===== src/hcs_pkg.sv =====
// ----------------------------------------------------------------------------
// Hamiltonian cycle search package
// Shared widths, operation codes, sequencer states and the adjacency command.
// ----------------------------------------------------------------------------
package hcs_pkg;

  localparam int VERTEX_W = 4;
  localparam int OP_W     = 2;
  localparam int COUNT_W  = 4;

  localparam logic [COUNT_W-1:0] VERTEX_COUNT_RESET = 4'd10;

  typedef enum logic [OP_W-1:0] {
    OP_ADD_EDGE = 2'd0,
    OP_CLEAR    = 2'd1,
    OP_SEARCH   = 2'd2
  } op_t;

  typedef enum logic [2:0] {
    S_IDLE,
    S_TRY,
    S_BACK_POP,
    S_BACK_PREV,
    S_EMIT
  } search_state_t;

  typedef struct packed {
    logic                add;
    logic                clear;
    logic [VERTEX_W-1:0] from_vertex;
    logic [VERTEX_W-1:0] to_vertex;
  } adj_cmd_t;

endpackage


===== src/hcs_in_if.sv =====
// ----------------------------------------------------------------------------
// Hamiltonian cycle search input channel
// Valid/ready channel carrying one command transaction.
// ----------------------------------------------------------------------------
interface hcs_in_if;
  logic                          valid;
  logic                          ready;
  logic [hcs_pkg::OP_W-1:0]      operation;
  logic [hcs_pkg::VERTEX_W-1:0]  from_vertex;
  logic [hcs_pkg::VERTEX_W-1:0]  to_vertex;

  modport source (output valid, output operation, output from_vertex, output to_vertex,
                  input ready);
  modport sink (input valid, input operation, input from_vertex, input to_vertex,
                output ready);
endinterface


===== src/hcs_out_if.sv =====
// ----------------------------------------------------------------------------
// Hamiltonian cycle search output channel
// Valid/ready channel carrying one result transaction.
// ----------------------------------------------------------------------------
interface hcs_out_if;
  logic                          valid;
  logic                          ready;
  logic                          found;
  logic [hcs_pkg::VERTEX_W-1:0]  vertex;
  logic                          last;

  modport source (output valid, output found, output vertex, output last, input ready);
  modport sink (input valid, input found, input vertex, input last, output ready);
endinterface


===== src/hcs_adjacency.sv =====
// ----------------------------------------------------------------------------
// Hamiltonian cycle search adjacency store
// Bit matrix of directed edges with add, clear and a single edge query.
// ----------------------------------------------------------------------------
module hcs_adjacency #(
  parameter int MAX_VERTICES = 10,
  parameter int VW = 4
) (
  input  logic              clk,
  input  logic              rst,
  input  hcs_pkg::adj_cmd_t cmd,
  input  logic [VW-1:0]     query_row,
  input  logic [VW-1:0]     query_col,
  output logic              query_edge
);

  logic [MAX_VERTICES-1:0] rows [MAX_VERTICES];
  logic                    add_ok;

  assign add_ok = cmd.add && (cmd.from_vertex < MAX_VERTICES) &&
                  (cmd.to_vertex < MAX_VERTICES);

  always_ff @(posedge clk) begin
    if (rst || cmd.clear) begin
      for (int r = 0; r < MAX_VERTICES; r++) begin
        rows[r] <= '0;
      end
    end else if (add_ok) begin
      rows[cmd.from_vertex[VW-1:0]][cmd.to_vertex[VW-1:0]] <= 1'b1;
    end
  end

  always_comb begin
    query_edge = 1'b0;
    if ((query_row < MAX_VERTICES) && (query_col < MAX_VERTICES)) begin
      query_edge = rows[query_row][query_col];
    end
  end

endmodule


===== src/hcs_search.sv =====
// ----------------------------------------------------------------------------
// Hamiltonian cycle search sequencer
// Depth-first walk over vertex orderings with one edge test per cycle outside
// backtracking, then streams the cycle found, or a single not-found result.
// ----------------------------------------------------------------------------
module hcs_search #(
  parameter int MAX_VERTICES = 10,
  parameter int VW = 4,
  parameter int CW = 4
) (
  input  logic          clk,
  input  logic          rst,
  input  logic          start,
  input  logic [CW-1:0] vertex_limit,
  output logic          busy,
  output logic [VW-1:0] query_row,
  output logic [VW-1:0] query_col,
  input  logic          query_edge,
  hcs_out_if.source     out_ch
);

  localparam int VertexW = hcs_pkg::VERTEX_W;

  hcs_pkg::search_state_t state, state_next;

  logic [VW-1:0]           ordering [MAX_VERTICES];
  logic [CW-1:0]           count, count_next;
  logic [CW-1:0]           depth, depth_next;
  logic [CW-1:0]           cand, cand_next;
  logic [CW-1:0]           idx, idx_next;
  logic [MAX_VERTICES-1:0] used, used_next;
  logic [VW-1:0]           prev, prev_next;
  logic [VW-1:0]           first, first_next;
  logic                    found, found_next;
  logic                    wr_en;
  logic [VW-1:0]           rd_addr;
  logic [VW-1:0]           rd_data;
  logic [CW-1:0]           depth_m1;
  logic                    cand_ok;
  logic                    at_end;

  assign depth_m1 = depth - 1'b1;
  assign rd_data  = ordering[rd_addr];
  assign at_end   = (idx == count);
  assign busy     = (state != hcs_pkg::S_IDLE);

  assign query_row = prev;
  assign query_col = (depth == count) ? first : cand[VW-1:0];
  assign cand_ok   = !used[cand[VW-1:0]] && ((depth == '0) || query_edge);

  assign out_ch.valid  = (state == hcs_pkg::S_EMIT);
  assign out_ch.found  = found;
  assign out_ch.last   = !found || at_end;
  assign out_ch.vertex = !found ? '0 : (at_end ? VertexW'(first) : VertexW'(rd_data));

  always_ff @(posedge clk) begin
    if (rst) begin
      state <= hcs_pkg::S_IDLE;
    end else begin
      state <= state_next;
    end
  end

  always_ff @(posedge clk) begin
    count <= count_next;
    depth <= depth_next;
    cand  <= cand_next;
    idx   <= idx_next;
    used  <= used_next;
    prev  <= prev_next;
    first <= first_next;
    found <= found_next;
    if (wr_en) begin
      ordering[depth[VW-1:0]] <= cand[VW-1:0];
    end
  end

  always_comb begin
    state_next = state;
    count_next = count;
    depth_next = depth;
    cand_next  = cand;
    idx_next   = idx;
    used_next  = used;
    prev_next  = prev;
    first_next = first;
    found_next = found;
    wr_en      = 1'b0;
    rd_addr    = depth_m1[VW-1:0];
    case (state)
      hcs_pkg::S_IDLE: begin
        if (start) begin
          count_next = vertex_limit;
          depth_next = '0;
          cand_next  = '0;
          idx_next   = '0;
          used_next  = '0;
          found_next = 1'b0;
          state_next = (vertex_limit == '0) ? hcs_pkg::S_EMIT : hcs_pkg::S_TRY;
        end
      end
      hcs_pkg::S_TRY: begin
        if (depth == count) begin
          if (query_edge) begin
            found_next = 1'b1;
            state_next = hcs_pkg::S_EMIT;
          end else begin
            state_next = hcs_pkg::S_BACK_POP;
          end
        end else if (cand == count) begin
          state_next = (depth == '0) ? hcs_pkg::S_EMIT : hcs_pkg::S_BACK_POP;
        end else if (cand_ok) begin
          wr_en                     = 1'b1;
          used_next[cand[VW-1:0]]   = 1'b1;
          prev_next                 = cand[VW-1:0];
          if (depth == '0) begin
            first_next = cand[VW-1:0];
          end
          depth_next = depth + 1'b1;
          cand_next  = '0;
        end else begin
          cand_next = cand + 1'b1;
        end
      end
      hcs_pkg::S_BACK_POP: begin
        used_next[rd_data] = 1'b0;
        cand_next          = CW'(rd_data) + 1'b1;
        depth_next         = depth_m1;
        state_next         = (depth_m1 == '0) ? hcs_pkg::S_TRY : hcs_pkg::S_BACK_PREV;
      end
      hcs_pkg::S_BACK_PREV: begin
        prev_next  = rd_data;
        state_next = hcs_pkg::S_TRY;
      end
      hcs_pkg::S_EMIT: begin
        rd_addr = idx[VW-1:0];
        if (out_ch.ready) begin
          if (out_ch.last) begin
            state_next = hcs_pkg::S_IDLE;
          end else begin
            idx_next = idx + 1'b1;
          end
        end
      end
      default: begin
        state_next = hcs_pkg::S_IDLE;
      end
    endcase
  end

endmodule


===== src/hamiltonian_cycle_search.sv =====
// ----------------------------------------------------------------------------
// Hamiltonian cycle search
// Holds a directed graph as an adjacency bit matrix and searches it for the
// first Hamiltonian cycle in lexicographic vertex order.
//
//   Channel | Direction | Payload
//   in_ch   | sink      | operation, from_vertex, to_vertex
//   out_ch  | source    | found, vertex, last
//   cfg     | write     | cfg_wr_en, cfg_wr_data (vertex count)
//
// A search tests candidate vertices one at a time with the edge-test unit,
// backtracks through S_BACK_POP and, above depth one, S_BACK_PREV each time
// the candidates at a depth run out, then streams its result transactions.
// Reset clears all edges and sets the vertex count to ten.
// The block accepts no input while a search runs or its results are stalled.
// ----------------------------------------------------------------------------
module hamiltonian_cycle_search #(
  parameter int MAX_VERTICES = 10
) (
  input  logic                         clk,
  input  logic                         rst,
  input  logic                         cfg_wr_en,
  input  logic [hcs_pkg::COUNT_W-1:0]  cfg_wr_data,
  hcs_in_if.sink                       in_ch,
  hcs_out_if.source                    out_ch
);

  localparam int VW = (MAX_VERTICES > 1) ? $clog2(MAX_VERTICES) : 1;
  localparam int CW = $clog2(MAX_VERTICES + 1);
  localparam int CountW = hcs_pkg::COUNT_W;

  logic [CountW-1:0]  vertex_count;
  logic [CW-1:0]      vertex_limit;
  logic               accept;
  logic               busy;
  logic               start;
  logic [VW-1:0]      query_row;
  logic [VW-1:0]      query_col;
  logic               query_edge;
  hcs_pkg::adj_cmd_t  adj_cmd;

  always_ff @(posedge clk) begin
    if (rst) begin
      vertex_count <= hcs_pkg::VERTEX_COUNT_RESET;
    end else if (cfg_wr_en) begin
      vertex_count <= cfg_wr_data;
    end
  end

  assign vertex_limit = (vertex_count > CountW'(MAX_VERTICES)) ?
                        CW'(MAX_VERTICES) : CW'(vertex_count);

  assign in_ch.ready = !busy;
  assign accept      = in_ch.valid && in_ch.ready;

  always_comb begin
    adj_cmd.add         = 1'b0;
    adj_cmd.clear       = 1'b0;
    adj_cmd.from_vertex = in_ch.from_vertex;
    adj_cmd.to_vertex   = in_ch.to_vertex;
    start               = 1'b0;
    case (hcs_pkg::op_t'(in_ch.operation))
      hcs_pkg::OP_ADD_EDGE: adj_cmd.add   = accept;
      hcs_pkg::OP_CLEAR:    adj_cmd.clear = accept;
      hcs_pkg::OP_SEARCH:   start         = accept;
      default: begin
        start = 1'b0;
      end
    endcase
  end

  hcs_adjacency #(
    .MAX_VERTICES(MAX_VERTICES),
    .VW(VW)
  ) u_adjacency (
    .clk(clk),
    .rst(rst),
    .cmd(adj_cmd),
    .query_row(query_row),
    .query_col(query_col),
    .query_edge(query_edge)
  );

  hcs_search #(
    .MAX_VERTICES(MAX_VERTICES),
    .VW(VW),
    .CW(CW)
  ) u_search (
    .clk(clk),
    .rst(rst),
    .start(start),
    .vertex_limit(vertex_limit),
    .busy(busy),
    .query_row(query_row),
    .query_col(query_col),
    .query_edge(query_edge),
    .out_ch(out_ch)
  );

endmodule

===== src/flat_wrapper.sv =====
// flat-port wrapper written by rule: the top's interface ports become plain ports
module hamiltonian_cycle_search_flat 
#(
  parameter int MAX_VERTICES = 10
)
  (clk, rst, cfg_wr_en, cfg_wr_data, in_ch_valid, in_ch_operation, in_ch_from_vertex, in_ch_to_vertex, in_ch_ready, out_ch_valid, out_ch_found, out_ch_vertex, out_ch_last, out_ch_ready);
  hcs_in_if in_ch_i ();
  hcs_out_if out_ch_i ();
  input  logic clk;
  input  logic rst;
  input  logic cfg_wr_en;
  input  logic [hcs_pkg::COUNT_W-1:0] cfg_wr_data;
  input wire logic [$bits(in_ch_i.valid)-1:0] in_ch_valid;
  input wire logic [$bits(in_ch_i.operation)-1:0] in_ch_operation;
  input wire logic [$bits(in_ch_i.from_vertex)-1:0] in_ch_from_vertex;
  input wire logic [$bits(in_ch_i.to_vertex)-1:0] in_ch_to_vertex;
  output wire logic [$bits(in_ch_i.ready)-1:0] in_ch_ready;
  output wire logic [$bits(out_ch_i.valid)-1:0] out_ch_valid;
  output wire logic [$bits(out_ch_i.found)-1:0] out_ch_found;
  output wire logic [$bits(out_ch_i.vertex)-1:0] out_ch_vertex;
  output wire logic [$bits(out_ch_i.last)-1:0] out_ch_last;
  input wire logic [$bits(out_ch_i.ready)-1:0] out_ch_ready;
  assign in_ch_i.valid = in_ch_valid;
  assign in_ch_i.operation = in_ch_operation;
  assign in_ch_i.from_vertex = in_ch_from_vertex;
  assign in_ch_i.to_vertex = in_ch_to_vertex;
  assign in_ch_ready = in_ch_i.ready;
  assign out_ch_valid = out_ch_i.valid;
  assign out_ch_found = out_ch_i.found;
  assign out_ch_vertex = out_ch_i.vertex;
  assign out_ch_last = out_ch_i.last;
  assign out_ch_i.ready = out_ch_ready;
  hamiltonian_cycle_search #(.MAX_VERTICES(MAX_VERTICES)) u_core (.clk(clk), .rst(rst), .cfg_wr_en(cfg_wr_en), .cfg_wr_data(cfg_wr_data), .in_ch(in_ch_i), .out_ch(out_ch_i));
endmodule

===== config.mk =====
export PLATFORM = sky130hd
export DESIGN_NAME = hamiltonian_cycle_search_flat
export DESIGN_NICKNAME = d
export VERILOG_FILES = /design/src/hcs_pkg.sv /design/src/hcs_in_if.sv /design/src/hcs_out_if.sv /design/src/hcs_adjacency.sv /design/src/hcs_search.sv /design/src/hamiltonian_cycle_search.sv /design/src/flat_wrapper.sv
export SDC_FILE = /design/constraint.sdc
export NUM_CORES = 1
export LEC_CHECK = 0
export ABC_AREA = 1
export BUFFER_PORTS_ARGS = -buffer_cell sky130_fd_sc_hd__buf_2
export CAP_MARGIN = 5
export CORE_UTILIZATION = 57
export DETAILED_ROUTE_END_ITERATION = 8
export PLACE_DENSITY = 0.76
export RECOVER_POWER = 25
export SLEW_MARGIN = 15
export SYNTH_ARGS = -nofsm -noshare
export SYNTH_HDL_FRONTEND = slang
export SYNTH_HIERARCHICAL = 1
export SYNTH_SLANG_ARGS = --single-unit

===== constraint.sdc =====
create_clock -name clk -period 3.17 [get_ports clk]
set_input_delay 0.4755 -clock clk [delete_from_list [all_inputs] [get_ports clk]]
set_output_delay 0.4755 -clock clk [all_outputs]
set_load 0.005 [all_outputs]

==> summary.md, run 1 <==
Routability-driven placement finished with a final weighted congestion of 0.895. In this run, synthesis produced a sequential element count of 242. The CTS root buffer was clkbuf_16. The number of different library cells used by synthesis comes to 44. The met3 track utilization from global routing was 3.26%; the total half-perimeter wirelength after legalization and detailed placement was 18,300 um. The tools report the number of pins exceeding their max-slew limit in the final report as 0.

TritonCTS built the clock tree. The aggregate routed wire length came out at 28,900 um. The clock passes through at most 3 buffers. The post-layout minimum cycle time came out at 3.15 ns. The worst reg-to-reg setup slack was 0.02 ns; the post-detailed-route wirelength per cell was 16.6 um. Data arrival time of the worst path: 3.39 ns. Net switching is 36.4% of the power.

Switching power: 0.00385 W. The final cell count without fillers is 1,740, and the height of the die is 149 um. The run gives 0.00673 W as the internal power. The register bank with the most flops was u_core/u_adjacency/rows. Destination of the critical timing path: u_core/u_search/ordering[3][0].

The most common cell in the synthesized netlist is nand2_1. The logs give 3.41 ns for the endpoint required time on the critical path and 0 for the number of antenna violations at the first check in global routing. The flow ran to the end, and the final reports show no timing, DRC or antenna violations. The register with the most flip-flops in the layout has 160 of them.

In this run the tightest slew margin relative to its limit is 26.1%. The number of hold-slack violations in the final timing report is 0. In the synthesized netlist, the cells that appear most often are nand2_1 (258), edfxtp_1 (235), nor2_1 (225), o21ai_0 (121), nand3_1 (113).

The total overflow left after global routing is 0. The run gives 53 as the count of standard-cell rows. After detailed routing, the number of remaining DRC violations is 0. The layer flagged by global routing as most heavily used is met2. Sequential elements use 58.1% of the synthesized area. Combinational logic is responsible for 35.9% of the overall power. The area added between synthesis and finish came out at 15.3%. In the post-route analysis, the smallest setup slack over all paths is 0.0162 ns. Clock-pin slew was measured on the worst setup and hold paths at 0.06 ns. The first detailed-routing pass took 5 iterations.

The die area was 22,300 um2. The per-instance average area after synthesis came out at 9.16 um2. The run gives 58.5% as the starting utilization of the core area.

STA classifies the critical path endpoint as a flop. The critical path is of the reg2reg type. The area of the multi-input gates was 4780 um2. The filler cells instantiated in the layout total 1,600.

Share of the clock period used by the worst path: 99.5%. Global routing used 35.7% of the available met1 tracks. The I/O pin count was 27; the number of nets in the finished design was 1,481. Leakage power summed over all cells: 5.85 nW. edfxtp_1 takes more of the synthesized area than any other cell.

At the pin with the least slew margin, the transition time is 1.11 ns. The share of total power dissipated in the clock network is 25.1%. The core region is 21,200 um2. The finished cells cover 14,300 um2.

In this run, synthesis inferred 235 flip-flops with an integrated enable. Of all flip-flops after synthesis, the portion carrying an async set or reset was 0%. The clock network latency to the later pin of the worst-skew pair is 0.52 ns.

Among all flip-flop cells after synthesis, the most frequent one is edfxtp_1. The worst setup path is launched from a flop. The run gives 0 as the total setup violations reported at the end of the flow. Setup repair after global routing could not meet its margin everywhere.

The number of placed instances, taps included, is 1,691. The power per cell area works out to 741 nW/um2. The post-route netlist has 14.0% of its cells at a drive strength greater than 1. In this run the worst hold path is classified as in2reg. Prior to clock tree synthesis, the placed netlist has a worst setup slack of -0.0302 ns. The tools report the endpoint of the worst register-to-register path as u_core/u_search/ordering[3][0].

The clock arrives with 0.0116 ns of skew. The global-route met2 utilization is 42.1%. Based on the critical path, the design can be clocked at up to 317 MHz. Walking the worst path, the cells encountered are inv_2, nand2_2, a21oi_2, nand2_2, nand2_2, o21ai_4, buf_6, nand2_2, nor2_1, nand2_1, nand2_1, nand2_1, nand2_1, nor2_1, nand2_1, a21oi_2, inv_2, a22oi_2, nand2_2, nor2_4, inv_4, nor3_2, buf_4. In this run, flip-flops and latches consume 39.0% of the power. Global routing used 25.9% of the available tracks across all layers.

The highest-delay cell along the critical path was edfxtp_1. The logs give 12,400 um2 for the post-synth design cell area and 781 for the DRC marker count from the first detailed-route iteration. The number of cells on the worst reg-to-reg path was 23; the via count normalized by instance count was 5.56. The reg-to-reg critical path startpoint was u_core/u_search/count[0].

In this run, CTS created clock tree buffers numbering 25. The number of warnings printed during yosys synthesis is 6. The global-route wire length before repair was 44,800 um; the area fraction of the dominant cell type after synthesis was 57.0%. The sequential cells in the finished layout cover a total of 7200 um2.

In this run the remaining antenna-violating nets after routing total 0. Worst stage delay on the critical path: 0.44 ns. The number of buffers inserted by hold repair at cts was 0. The die is 149 um wide.

The first element of the critical path is u_core/u_search/count[0]. The final-layout setup total negative slack was 0 ns; the area of placed instances was 13,200 um2. Counting every instance in the synthesized netlist gives 1,352. The maximum fanout along the worst path came out at 7. The largest net degree at the start of global routing is 91.

The run gives 242 as the number of sinks driven by the clock tree. After synthesis, the cell types taking the most area are edfxtp_1 (57%), nand2_1 (7.8%), nor2_1 (6.8%), o21ai_0 (4.9%), nand3_1 (4.6%). The run gives 1 as the CTS H-tree depth. During placement, the flow inserted port buffers numbering 26. IR analysis of the VDD net gives a maximum drop of 0.461 mV.

Summing over every cut layer, the via total after detailed routing is 9,671. Via count of the first global-routing pass: 8,948. For the reported max-cap violation count, the log shows 0. The run gives 0 as the antenna diode instance count.
[cells in the final DEF, fill, tap and decap left out, types with 2 or more instances in the layout]
master	count
buf_4	51
nand3_1	113
o211ai_1	10
conb_1	60
clkinv_1	8
xor2_1	11
nand4_1	2
nor2_2	9
or2_2	4
inv_1	100
nor3_1	8
clkinvlp_4	2
o21ai_4	3
nor2_4	6
buf_6	7
a21oi_2	2
inv_2	14
o21ai_1	55
o21ai_0	119
buf_2	26
dfxtp_1	7
buf_12	8
nor2_1	216
nand3b_1	10
nand2_1	245
nor3_2	6
xnor2_1	3
ha_1	9
nand2_4	7
clkbuf_1	7
edfxtp_1	235
o22ai_1	7
clkbuf_16	27
a31oi_1	2
a21oi_4	8
a21oi_1	26
nand2_2	13
[metrics by stage]
| stage | total power [W] | utilization (%) | hold WS (ns) |
|---|---|---|---|
| after floorplan | 0.00639 | - | 0.450 |
| after global placement | 0.00740 | 62.6 | 0.493 |
| after detailed placement | 0.00747 | 62.6 | 0.499 |
| after CTS | 0.0102 | 66.2 | 0.162 |
| after global routing | 0.0111 | 67.5 | 0.183 |
| final | 0.0106 | 67.5 | 0.178 |
[routing by layer]
layer  part of all wire, %  vias up
li1                      -     4691
met3                   6.0       58
met1                    43     4612
met4                   2.3        0
met5                     0        -
met2                    48      310
[final cells by class]
cell class / count / area share (%)
Sequential cell: 242 / 50.4
Multi-Input combinational cell: 970 / 33.4
Timing Repair Buffer: 95 / 5.64
Clock buffer: 31 / 4.54
Inverter: 118 / 3.12
Tap cell: 275 / 2.41
Clock inverter: 9 / 0.482
[what timing repair did]
item,in CTS,in global routing
cloned,0,2
endpoints found under the hold margin,0,0
gates resized for setup,12,52
pin swaps,0,17
setup buffers,0,7
setup endpoints to repair,27,97
[power by group through the flow]
stage | clock network, W | logic [W] | registers (W)
after floorplan | 0 | 0.00221 | 0.00418
after global placement | 0 | 0.00323 | 0.00417
after detailed placement | 0 | 0.00329 | 0.00418
after CTS | 0.00270 | 0.00339 | 0.00412
after global routing | 0.00281 | 0.00411 | 0.00415
final | 0.00266 | 0.00380 | 0.00412
[worst max-delay path: cells and delay by family (launching register included)]
| kind | cells | cell delay, ns |
|---|---|---|
| compound gates | 4 | 0.54 |
| flops | 1 | 0.44 |
| simple gates | 14 | 1.30 |
| buf+inv | 5 | 0.56 |
[worst min-delay path by stage]
stage,slack (ns),start,cells after the start,to
global placement,0.49,u_core/vertex_count[1],2,u_core/vertex_count[1]
detailed placement,0.50,u_core/vertex_count[1],2,u_core/vertex_count[1]
finish,0.18,cfg_wr_data[3],3,u_core/vertex_count[3]
floorplan,0.45,u_core/vertex_count[1],2,u_core/vertex_count[1]
CTS,0.16,cfg_wr_data[3],3,u_core/vertex_count[3]
global route,0.18,cfg_wr_data[3],3,u_core/vertex_count[3]
[kinds of logic after synthesis]
family,share of synthesized area (%)
flip-flops,58.1
XOR/XNOR,1.13
other,0.0303
buffers and inverters,6.82
AND/OR/NAND/NOR,21.8
AO/OA/AOI/OAI,11.1
adder cells (fa/ha/maj),1.01
(Power assumes the default switching activity.)
==> inputs of run 2 (changes only) <==
- CORE_MARGIN: not set -> 2
==> run 2 against run 1 <==
Compared with the run above:
- the flow now finishes with violations (setup timing)
- first-iteration DRC count is 49% higher
- clock power is 12% higher
- worst hold slack better by 0.0031 ns
- die area is 2.7% higher
- final cell count is 1.3% higher
- critical path depth is 9 lower
- clock-buffer cell count is 1 lower
- via count is 3.0% higher
- sequential share of layout area is 1.8 points lower
- clock skew is 0.0073 ns higher
- non-clock buffer count is 15 higher
- fmax is 2.1% lower
- highest routed layer unchanged
==> summary.md, run 2 (synthesis gave the netlist of run 1 again) <==
Setup violations remaining at the end of the flow were counted as 17. The count of standard-cell rows was 53. Final RePlAce weighted congestion: 0.873.

The checks that failed: setup timing. The flip-flop count of the largest register after layout is 160. Global routing consumed, over all layers together, 25.5% of the routing resources. The kind of capture point of the worst setup path was a primary output. The run gives 0 as the number of buffers inserted by hold repair at cts. In the layout the commonest cells are nand2_1 (245), edfxtp_1 (235), nor2_1 (219), o21ai_0 (113), nand3_1 (105). The data arrival time of the worst path came out at 2.75 ns. The register bank with the most flops was u_core/u_adjacency/rows.

Clock-pin slew was measured on the worst setup and hold paths at 0.06 ns. The share of final-layout standard cells stronger than drive strength 1 was 15.7%; the number of sinks driven by the clock tree was 242. For this block, the via count after detailed routing is 9,960. For the area inside the core boundary, the log shows 21,200 um2. For the worst setup skew after layout, the log shows 0.0189 ns. The post-layout minimum cycle time is 3.22 ns, and the post-detailed-route wirelength per cell is 17.3 um. For the number of antenna violations at the first check in global routing, the log shows 0. The largest single stage delay on the critical path is 0.41 ns. Relative to the synthesized area, the layout overhead comes to 19.6%. The number of nets in the finished design is 1,499, and the peak supply drop is 0.460 mV. In the final layout, the multi-input gates occupy 4930 um2. Largest net degree at the start of global routing: 91. The run finished, with violations left. Traced cell by cell, the critical path runs through buf_4, inv_1, nand3_2, xor2_2, nand2_1, o21ai_4, inv_2, nand3_1, nand2_1, inv_2, nand2_1, o211ai_1, inv_1, buf_2. Measured along the y axis, the die boundary spans 151 um.

For the pin with the worst max-slew slack, the measured transition is 1.08 ns. Across the whole layout, storage elements account for 7200 um2. The min-delay analysis places its worst path in the category in2reg.

The routed design has 30,500 um of wire. Using the TritonRoute via totals, the vias-per-cell ratio works out to 5.65. The most repeated library cell on the critical path is nand2_1.

Leading cell type in the layout, fill and taps excluded: nand2_1. In the routed design, unresolved DRC markers number 0. Setup repair after global routing could not meet its margin everywhere. After global routing the overflow that remains totals 0. The run gives 27 as the I/O pin count.

The run gives 1 as the CTS H-tree depth. The first detailed-routing pass took 7 iterations. The tools report the antenna diode instance count as 0. For this configuration, the core starts out at a cell density of 58.5%. Once placement completed, the tool counted placed cells totaling 1,692. The width of the die is 151 um, and the number of pins exceeding their max-slew limit in the final report is 0. Of all nets on the critical path, the largest fanout is 6. The path type of the worst setup path was reg2out. The later pin in the worst-skew pair is clocked with a latency of 0.53 ns. The CTS root buffer is clkbuf_16. The die covers 22,900 um2. The final cell count without fillers came out at 1,762.

The tool flagged a number of max-cap violations equal to 0. The tools report the final standard cell area without fillers as 14,800 um2. The area of placed instances was 13,200 um2. Port buffering added 26 buffers. The run gives 0 as the number of hold-slack violations in the final timing report. Power per cell area: 750 nW/um2. Via count of the first global-routing pass: 9,295. Summed over all cells, the static leakage comes to 6.08 nW.

TritonCTS built the clock tree. Counting the fill cells in the layout gives 1,495. The run gives -0.0524 ns as the minimum setup slack in the final design.

The DRC marker count from the first detailed-route iteration is 1,166. The highest-delay cell along the critical path is edfxtp_1. Data on the critical path is required at its endpoint by 2.69 ns. In this run, CTS created clock tree buffers numbering 26. Total half-perimeter wirelength after legalization and detailed placement: 18,600 um.

The tools report the post-detailed-route count of antenna-violating nets as 0. STA classifies the critical path startpoint as a flop. The number of buffers between clock root and the deepest sink is 3, and the worst max-slew margin expressed relative to the limit is 27.9%.

Timing would allow up to 310 MHz. The first global-routing pass estimated 45,700 um of wire. The share of the clock period used by the worst path works out to 102%.
run 2: changes by cell type in the layout (fill, tap and decap cells not counted), sizes merged:
cell / change
nand2: +2
clkinvlp: -1
bufinv: +2
clkbuf: +9
clkinv: +7
inv: -2
buf: +5
run 2: through the flow:
step	util [%]	setup TNS (ns)	total power, W	hold slack [ns]	setup WS, ns
3_3_place_gp	62.6	0	0.00741	0.479	0.00778
6_report	70.0	-0.585	0.0111	0.181	-0.0524
2_1_floorplan	-	0	0.00639	0.450	0.00684
3_5_place_dp	62.6	-0.856	0.00748	0.515	-0.0412
5_1_grt	70.0	-8.79	0.0117	0.181	-0.237
4_1_cts	66.8	0	0.0105	0.168	0.00265
run 2: worst max-delay path, delay by kind of cell, from the launching register on:
family | cells | cell delay [ns]
buffers and inverters | 6 | 0.75
and+or+nand+nor | 5 | 0.56
AOI/OAI and AO/OA | 2 | 0.25
DFF | 1 | 0.41
xor gates and xnor gates | 1 | 0.23
run 2: metal layers:
metal / track usage [%] / share of wire [%] / vias up
met1: 34.6 / 41 / 4731
met5: 0 / 0 / -
met4: 9.53 / 2.8 / 0
met2: 42.1 / 49 / 415
met3: 3.31 / 7.7 / 77
li1: - / - / 4737
run 2: layout make-up:
| cell class | instances | area share [%] |
|---|---|---|
| multi-input cells | 972 | 33.3 |
| inverters | 118 | 3.07 |
| repair buffers | 110 | 7.14 |
| clock inverters | 15 | 0.971 |
| flip-flops and latches | 242 | 48.6 |
| well taps | 275 | 2.32 |
| clock buffers | 30 | 4.64 |
run 2: power by group:
group	switching [W]	internal [W]
sequential	0.000165	0.00397
combinational	0.00264	0.00137
clock	0.00120	0.00178
run 2: path summary, 6_finish.rpt:
path                            startpoint  cells past startpoint                             end  slack (ns)
setup / recovery  u_core/u_search/depth[2]                     14                out_ch_vertex[3]       -0.05
hold / removal              cfg_wr_data[3]                      3          u_core/vertex_count[3]        0.18
setup reg to reg  u_core/u_search/depth[2]                     18  u_core/u_search/ordering[6][3]       -0.05
hold reg to reg     u_core/vertex_count[1]                      2          u_core/vertex_count[1]        0.53
run 2: what timing repair did:
action | 4_1_cts | 5_1_grt
resized for setup | 17 | 110
endpoints found under the setup margin | 40 | 83
buffers inserted | 0 | 17
gates cloned | 0 | 9
pin swaps | 0 | 11
==> inputs of run 3 (changes only) <==
- PLACE_DENSITY: 0.76 -> 0.87
==> run 3 against run 2 <==
Compared with the run above:
- the run now ends clean
- global-route usage rose by 0.35 points
- worst hold slack got worse by 0.018 ns
- clock skew fell by 0.0028 ns
- setup slack improved by 0.12 ns
- flip-flop and latch count did not move
- fmax rose by 3.8%
- clock power fell by 8.1%
- final cell count fell by 1.2%
- die area did not move
- total power fell by 4.3%
- critical path type unchanged
- highest routed layer unchanged
==> summary.md, run 3 (synthesis gave the netlist of run 1 again) <==
The run finished with clean final reports. For the worst-skew pair, the clock arrives at the later sink with an insertion delay of 0.53 ns. The maximum fanout along the worst path was 5; the share of the clock period used by the worst path was 98.0%. The signal on the critical path passes through buf_4, inv_4, ha_4, xor2_4, nand2_2, o21ai_4, inv_2, nand3_1, nand3_1, nand2_4, inv_2, nand2_1, o211ai_1, inv_1, buf_2.

The worst hold path belongs to the class in2reg. Entering global routing, the biggest net connects 76 pins. The logs give 58.5% for the starting utilization of the core area and 22,900 um2 for the die area. The DRC marker count from the first detailed-route iteration was 1,040. The critical hold path startpoint is cfg_wr_data[3]. Buffers inserted to repair hold after CTS numbered 0.

The via count normalized by instance count is 5.74. The share of final-layout standard cells stronger than drive strength 1 was 13.0%; the met3 track utilization from global routing was 3.28%. The logs give 0 for the number of hold-slack violations in the final timing report and 2.69 ns for the endpoint required time on the critical path.

The register with the most flip-flops in the layout has 160 of them. Leaving out fill and tap cells, the most frequent cell in the layout is nand2_1. Global routing used 32.4% of the available met1 tracks. At the worst endpoint, the arrival time is 2.63 ns. The tools report the CTS root buffer as clkbuf_16. The number of cells on the worst reg-to-reg path is 23. The tools report the aggregate global routing overflow as 0.

The path type of the worst setup path was reg2out. Along the worst hold path, the cell count comes to 3. STA classifies the critical path startpoint as a flop. Summing over every cut layer, the via total after detailed routing is 9,992. The via count of the first global-routing pass was 9,419.

Summed over all failing endpoints, the final setup total negative slack is 0 ns. The number of clock buffers inserted by TritonCTS came out at 26. IR analysis of the VDD net gives a maximum drop of 0.465 mV. u_core/u_adjacency/rows holds more flip-flops than any other register.

The repair_antennas step left the layout with diodes totalling 0. Summed over all cells, the static leakage comes to 5.81 nW. After floorplanning, the core was divided into 53 placement rows. During placement, the flow inserted port buffers numbering 26. In the layout the commonest cells are nand2_1 (251), edfxtp_1 (235), nor2_1 (217), o21ai_0 (118), nand3_1 (112). The clock edge transition at the registers on the reported setup and hold paths works out to 0.06 ns. The global-route wire length before repair is 46,200 um. Destination of the worst hold path: u_core/vertex_count[3]. Measured along the y axis, the die boundary spans 151 um.

The worst setup skew after layout was 0.0161 ns. The number of sinks driven by the clock tree was 242; the width of the die was 151 um. The run gives 36.9% as the worst max-slew margin expressed relative to the limit. The tools report the reg-to-reg critical path startpoint as u_core/u_search/count[0].

The slowest stage of the critical path is the edfxtp_1 cell. Based on the critical path, the design can be clocked at up to 322 MHz. The run gives 1,693 as the total placed cells including tap cells. The measured slew at the worst slew-check pin works out to 0.946 ns. The tools report the global-route met2 utilization as 45.3%. The area inside the core boundary came out at 21,200 um2. TritonCTS built the clock tree. The tools report the number of antenna violations at the first check in global routing as 0. The total setup violations reported at the end of the flow was 0.

The logs give 1,479 for the number of nets in the finished design and 29,800 um for the aggregate routed wire length. Post-detailed-route wirelength per cell: 17.1 um. The worst path in the final design needs a cycle of 3.11 ns, including I/O delays and setup.

Global routing used 25.8% of the available tracks. The endpoint of the worst register-to-register path was u_core/u_search/ordering[3][3]. Most crowded layer after global routing: met2. The count of nets left with antenna violations once routing finished came out at 0.

In this run the register-to-register setup slack is 0.13 ns. In this run the count of I/O pins placed on the die edge is 27. The number of pins exceeding their max-slew limit in the final report is 0, and the final RePlAce weighted congestion is 0.905.

The wire-length estimate of the detail-placed layout is 19,200 um. After detailed routing, the number of remaining DRC violations is 0. Power spread over the standard cell area amounts to 746 nW/um2. Kind of capture point of the worst setup path: a primary output. The number of buffers between clock root and the deepest sink is 3.

For the number of detailed-routing iterations run before antenna repair, the log shows 6. Relative to the synthesized area, the layout overhead comes to 15.0%. In this design, the stage delay of the slowest critical-path cell is 0.41 ns. The CTS H-tree depth is 1. Leaving out filler cells and counting taps, the final layout contains 1,740. For the reported max-cap violation count, the log shows 0.
-- run 3: changes by cell type in the layout (fill, tap and decap cells not counted), sizes merged --
| cell | change |
|---|---|
| clkinv | -6 |
| bufinv | -3 |
| inv | +3 |
| nand2 | -2 |
| buf | -10 |
| clkbuf | -6 |
| clkinvlp | +2 |
-- run 3: what timing repair did --
item,CTS,global route
pin swaps,0,10
setup buffers,0,4
hold endpoints to repair,0,0
endpoints found under the setup margin,36,66
resized for setup,15,34
-- run 3: final cells by class --
| class | instances | area (um2) |
|---|---|---|
| repair buffers | 92 | 744 |
| inverters | 118 | 445 |
| multi-input cells | 970 | 4760 |
| flip-flops and latches | 242 | 7200 |
| well taps | 275 | 344 |
| clock buffers | 32 | 694 |
| clock inverters | 11 | 62.6 |
| fillers | 1479 | 6910 |
-- run 3: worst max-delay path, delay by kind of cell, from the launching register on --
family	cells	cell delay (ns)
AND/OR/NAND/NOR	5	0.48
flip-flops	1	0.41
XOR/XNOR	1	0.21
buffers and inverters	6	0.62
adder cells (fa/ha/maj)	1	0.18
AO/OA/AOI/OAI	2	0.19
-- run 3: stage by stage --
step	cell area [um2]	setup WS, ns	total power, W	utilization (%)	hold slack (ns)
final	14200	0.0642	0.0106	67.4	0.163
after global routing	14200	-0.0486	0.0111	67.4	0.191
after CTS	14100	-0.0163	0.0103	66.6	0.153
after detailed placement	13300	-0.0729	0.00749	62.8	0.481
after global placement	13300	0.0837	0.00736	62.8	0.472
after floorplan	12600	0.00684	0.00639	-	0.450
-- run 3: power breakdown --
group          total (W)  internal [W]  switching (W)
Combinational    0.00376       0.00121        0.00255
Clock            0.00274       0.00154        0.00120
Sequential       0.00413       0.00397       0.000167
Total             0.0106       0.00672        0.00392
-- run 3: routing by layer --
layer  part of all wire, %  vias to the layer above
met1                    38                     4716
met5                     0                        -
met2                    50                      487
met3                   7.9                      103
met4                   3.8                        0
li1                      -                     4686
-- run 3: worst max path at each step --
stage	startpoint	end	slack [ns]	depth (start not counted)
final	u_core/u_search/depth[1]	out_ch_vertex[3]	0.06	15
after CTS	u_core/u_search/depth[1]	out_ch_vertex[3]	-0.02	15
after detailed placement	u_core/u_search/count[0]	u_core/u_search/ordering[0][1]	-0.07	18
after global placement	u_core/u_search/depth[1]	u_core/u_search/ordering[6][3]	0.08	18
after global routing	u_core/u_search/depth[2]	out_ch_vertex[2]	-0.05	12
after floorplan	u_core/u_search/depth[2]	u_core/u_search/ordering[2][0]	0.007	21
